File: src/sv/mcg_pkg.sv
// ----------------------------------------------------------------------------
// mcg_pkg
// shared types and constants of the generator period analyzer
// ----------------------------------------------------------------------------
package mcg_pkg;

   localparam int HISTORY_DEPTH_DEF = 1024;
   localparam int VALUE_WIDTH_DEF   = 32;

   localparam int FIELD_WIDTH     = 32;
   localparam int COUNT_WIDTH     = 11;
   localparam int STATUS_WIDTH    = 2;
   localparam int CSR_INDEX_WIDTH = 1;

   localparam logic [FIELD_WIDTH-1:0] MULTIPLIER_RESET = 32'd16807;
   localparam logic [FIELD_WIDTH-1:0] MODULUS_RESET    = 32'd2147483647;

   localparam logic [STATUS_WIDTH-1:0] STATUS_OK       = 2'd0;
   localparam logic [STATUS_WIDTH-1:0] STATUS_MOD_ZERO = 2'd1;
   localparam logic [STATUS_WIDTH-1:0] STATUS_FULL     = 2'd2;

   localparam logic [CSR_INDEX_WIDTH-1:0] CSR_MULTIPLIER = 1'b0;
   localparam logic [CSR_INDEX_WIDTH-1:0] CSR_MODULUS    = 1'b1;

   typedef enum logic [3:0] {
      ST_IDLE   = 4'b0001,
      ST_GEN    = 4'b0010,
      ST_SEARCH = 4'b0100,
      ST_RESP   = 4'b1000
   } state_type;

endpackage

File: src/sv/mcg_modmul.sv
// ----------------------------------------------------------------------------
// mcg_modmul
// modular multiply: one registered product, then bit-serial restoring reduction
// ----------------------------------------------------------------------------
module mcg_modmul #(
   parameter int VALUE_WIDTH = mcg_pkg::VALUE_WIDTH_DEF
) (
   input  logic                   clock,
   input  logic                   reset,
   input  logic                   start,
   input  logic [VALUE_WIDTH-1:0] mult,
   input  logic [VALUE_WIDTH-1:0] modulus,
   input  logic [VALUE_WIDTH-1:0] value,
   output logic                   done,
   output logic [VALUE_WIDTH-1:0] result
);

   localparam int PW = 2 * VALUE_WIDTH;
   localparam int SW = $clog2(PW + 1);

   logic                   busy_ff, busy_in;
   logic                   done_ff, done_in;
   logic [SW-1:0]          cnt_ff, cnt_in;
   logic [PW-1:0]          prod_ff, prod_in;
   logic [VALUE_WIDTH-1:0] rem_ff, rem_in;
   logic [VALUE_WIDTH:0]   trial;
   logic [VALUE_WIDTH:0]   diff;

   assign trial = {rem_ff, prod_ff[PW-1]};
   assign diff  = trial - {1'b0, modulus};

   always_comb begin
      busy_in = busy_ff;
      done_in = 1'b0;
      cnt_in  = cnt_ff;
      prod_in = prod_ff;
      rem_in  = rem_ff;
      if (start) begin
         busy_in = 1'b1;
         cnt_in  = '0;
         prod_in = PW'(mult) * PW'(value);
         rem_in  = '0;
      end else if (busy_ff) begin
         rem_in  = (trial >= {1'b0, modulus}) ? diff[VALUE_WIDTH-1:0]
                                              : trial[VALUE_WIDTH-1:0];
         prod_in = prod_ff << 1;
         cnt_in  = cnt_ff + SW'(1);
         if (cnt_ff == SW'(PW - 1)) begin
            busy_in = 1'b0;
            done_in = 1'b1;
         end
      end
   end

   always_ff @(posedge clock) begin
      if (reset) begin
         busy_ff <= 1'b0;
         done_ff <= 1'b0;
         cnt_ff  <= '0;
      end else begin
         busy_ff <= busy_in;
         done_ff <= done_in;
         cnt_ff  <= cnt_in;
      end
   end

   always_ff @(posedge clock) begin
      prod_ff <= prod_in;
      rem_ff  <= rem_in;
   end

   assign done   = done_ff;
   assign result = rem_ff;

endmodule

File: config.mk
export PLATFORM = sky130hd
export DESIGN_NAME = mcg_modmul
export DESIGN_NICKNAME = d
export VERILOG_FILES = /design/src/sv/mcg_pkg.sv /design/src/sv/mcg_modmul.sv
export SDC_FILE = /design/constraint.sdc
export NUM_CORES = 2
export LEC_CHECK = 0
export ABC_AREA = 1
export BUFFER_PORTS_ARGS = -buffer_cell sky130_fd_sc_hd__buf_2
export CAP_MARGIN = 20
export CORE_MARGIN = 2
export CORE_UTILIZATION = 46
export DETAILED_ROUTE_END_ITERATION = 12
export PLACE_DENSITY = 0.6
export SLEW_MARGIN = 20
export SYNTH_ARGS = -nofsm -noshare
export SYNTH_HDL_FRONTEND = slang
export SYNTH_SLANG_ARGS = --single-unit
export TNS_END_PERCENT = 100
File: constraint.sdc
create_clock -name clock -period 11.2 [get_ports clock]
set_input_delay 2.24 -clock clock [delete_from_list [all_inputs] [get_ports clock]]
set_output_delay 2.24 -clock clock [all_outputs]
set_load 0.02 [all_outputs]
==> metrics <==
TritonCTS Sinks 105; data arrival time of the critical path 9290 ps; most frequent cell on the critical path sky130_fd_sc_hd__fa_1; most frequent cells after synthesis sky130_fd_sc_hd__nand2_1 (1933), sky130_fd_sc_hd__inv_1 (1871), sky130_fd_sc_hd__fa_1 (897); RSZ-0062 raised after global routing false; clock insertion delay at the later pin of the skew report 400 ps; worst reg-to-reg setup slack 8440 ps; Rel. slew slack 39.1%; Vias 35000; post-CTS setup buffer count 0; post-route fraction of the period consumed by the critical path 82.1%; antenna violations before repair 2; capturing point of the worst reg2reg path result[17]; worst path cell trace buf_2 > nand2_1 > inv_1 > fa_1 > inv_1 > fa_1 > fa_1 > fa_1 > inv_1 > fa_1 > fa_1 > fa_1 > fa_1 > ha_1 > nand2_1 > nor2_1 > nand2_1 > nor2_1 > nand2_1 > nand2_1 > xnor2_1 > o21ai_0; first-iteration detailed-routing DRC count 2679; number of core rows 112; Initial Utilization 46.2%; crit path max-delay cell type sky130_fd_sc_hd__fa_1; number of cells produced by synthesis 5963; total of endpoints with negative setup slack in the final report 0; final routed wire length divided by cell count 17.0 um; Worst Hold Class reg2reg; Tightest Pin Transition 914 ps; count of instances resized after the clock tree is built 0; synthesized flop and latch total 105; Die W 310 um; Worst path max stage delay 630 ps; post-synthesis cell area 43000 um^2; DP HPWL 102000 um; post-synthesis net count 7255; top-count cell post-synth sky130_fd_sc_hd__nand2_1; data required time at the worst endpoint 11290 ps; # hold bufs at CTS 0; first-pass GRT wire length 200000 um; highest clock frequency the design can meet 0.109 GHz; largest cells by area after synthesis sky130_fd_sc_hd__fa_1 (42%), sky130_fd_sc_hd__nand2_1 (17%), sky130_fd_sc_hd__inv_1 (16%); kind of start point of the critical path input pin; outcome finished, final reports clean; final wirelength 122000 um; depth of the CTS H-tree 3; clock root buffer sky130_fd_sc_hd__clkbuf_16; Async SR Flop Fraction 0%; aggregate global routing overflow 0; biggest area consumer among synthesized cells sky130_fd_sc_hd__fa_1; Filler Cell Count 9634; post-synthesis sequential area ratio 6.37%; vertical die dimension 310 um; first-pass iteration count of the detailed router 6; worst setup path startpoint value[3]; largest net degree at the start of global routing 74; count of flip-flops with a built-in enable after synthesis 64; via count of the first global-routing pass 36300; Post-Synthesis Mean Instance Area 7.22 um^2; number of buffers created by CTS 9; number of unique standard cell types used by synthesis 40; clock period minus worst slack 9200 ps; layout overhead on the synthesized area 4.23%; # IOs 132; Worst Path Class, Setup in2reg; Fin Hold WS 480 ps; Final Hold Vio Count 0; GR Util All Layers 26.6%; Post-Route Skew 21.2 ps; ant diodes 0; Synthesis Warnings 0; floorplan die area 96000 um^2; core area 93000 um^2; Detail Route Antenna Nets 0; cell total after placement 7147; hold-critical path endpoint cnt_ff[5]; post-DR vias/cell 4.89; CTS tree done; clock slew at reported path FFs 80 ps; hold path cells 2; hold wc startpoint cnt_ff[5]; count of cells along the worst register-to-register path 14; Layout Nets 7196; final non-filler cell total 7163; max-capacitance violation count 0; number of port buffers 131; Max Transition Viols Final 0; total DRC errors in the routed layout 0; Routability Congestion 0.943; area fraction of the dominant cell type after synthesis 41.7%; Critical Path Sink Type flip-flop; share of final-layout standard cells stronger than drive strength 1 3.60%; Clock Tree Buf Depth 2; commonest register cell after synthesis sky130_fd_sc_hd__edfxtp_1; total negative slack for setup checks 0 ps; launching point of the worst reg2reg path result[18]; maximum fanout along the worst path 32
-- registers in the layout (all words and copies together), names as in the netlist --
register,count
busy_ff,1
cnt_ff,7
done,1
prod_ff,64
result,32
-- per-layer routing --
| metal | wire length, um | track usage [%] | part of all wire (%) |
|---|---|---|---|
| met3 | 7450 | 2.89 | 6.1 |
| met2 | 56700 | 43.8 | 47 |
| met5 | 11 | 0 | 0.0090 |
| met4 | 2290 | 5.25 | 1.9 |
| met1 | 55200 | 38.2 | 45 |
-- cell usage in the layout (no fill, tap or decap), types with 2 or more instances in the layout --
cell,n
sky130_fd_sc_hd__nor2_2,6
sky130_fd_sc_hd__nor4_1,4
sky130_fd_sc_hd__nand4_1,20
sky130_fd_sc_hd__nand3_1,168
sky130_fd_sc_hd__or2_2,2
sky130_fd_sc_hd__and3_1,5
sky130_fd_sc_hd__o21ai_1,14
sky130_fd_sc_hd__edfxtp_1,64
sky130_fd_sc_hd__clkinv_1,5
sky130_fd_sc_hd__nand3b_1,26
sky130_fd_sc_hd__nand2_1,1933
sky130_fd_sc_hd__buf_2,131
sky130_fd_sc_hd__buf_4,20
sky130_fd_sc_hd__inv_1,1870
sky130_fd_sc_hd__ha_1,296
sky130_fd_sc_hd__inv_8,2
sky130_fd_sc_hd__a21oi_1,85
sky130_fd_sc_hd__dfxtp_1,41
sky130_fd_sc_hd__clkbuf_16,9
sky130_fd_sc_hd__nor2_4,4
sky130_fd_sc_hd__and2_1,2
sky130_fd_sc_hd__nand3_2,14
sky130_fd_sc_hd__xor2_1,3
sky130_fd_sc_hd__nand2_2,8
sky130_fd_sc_hd__o21bai_1,9
sky130_fd_sc_hd__inv_2,5
sky130_fd_sc_hd__xnor2_1,40
sky130_fd_sc_hd__nor3_1,14
sky130_fd_sc_hd__clkinv_8,3
sky130_fd_sc_hd__o21ai_0,48
sky130_fd_sc_hd__fa_1,897
sky130_fd_sc_hd__nor2_1,152
-- final cells by class --
| type | count | area [um^2] | area share (%) |
|---|---|---|---|
| multi-input cells | 3757 | 32400 | 72.1 |
| inverters | 1880 | 7060 | 15.7 |
| flip-flops and latches | 105 | 2740 | 6.12 |
| well taps | 1254 | 1570 | 3.50 |
| repair buffers | 151 | 806 | 1.80 |
| clock buffers | 9 | 225 | 0.502 |
| clock inverters | 7 | 96.3 | 0.215 |
-- metrics by stage --
step / util [%] / area (um^2) / setup WS [ps]
finish: 48.2 / 44900 / 2000
global route: 48.2 / 44900 / 1750
detailed placement: 47.9 / 44500 / 1740
global placement: 47.9 / 44500 / 1650
floorplan: - / 43000 / 2960
CTS: 48.2 / 44900 / 2120
-- worst max-delay path, delay by kind of cell --
family	cells	cell delay, ps
fa+ha+maj	9	4540
simple gates	7	1180
buf+inv	4	850
xor+xnor	1	260
compound gates	1	180
-- cell families (layout without fill, tap and decap cells) --
group | Yosys count | after routing | synth area share, %
buffers and inverters | 2101 | 2047 | 18.5
adder cells (fa/ha/maj) | 1193 | 1193 | 50.3
flip-flops | 105 | 105 | 6.37
AO/OA/AOI/OAI | 158 | 158 | 1.91
AND/OR/NAND/NOR | 2363 | 2363 | 22.0
XOR/XNOR | 43 | 43 | 0.875
-- worst max-delay path by stage --
stage               slack (ps)          end  cells after the start
finish                    2000  prod_ff[30]                     22
global route              1750  prod_ff[49]                     26
CTS                       2120  prod_ff[30]                     22
detailed placement        1740  prod_ff[30]                     22
global placement          1650  prod_ff[30]                     22
floorplan                 2960  prod_ff[48]                     27
Power is not shown: default switching activity piles up to over one toggle a cycle in this logic, so the estimate is an artifact.
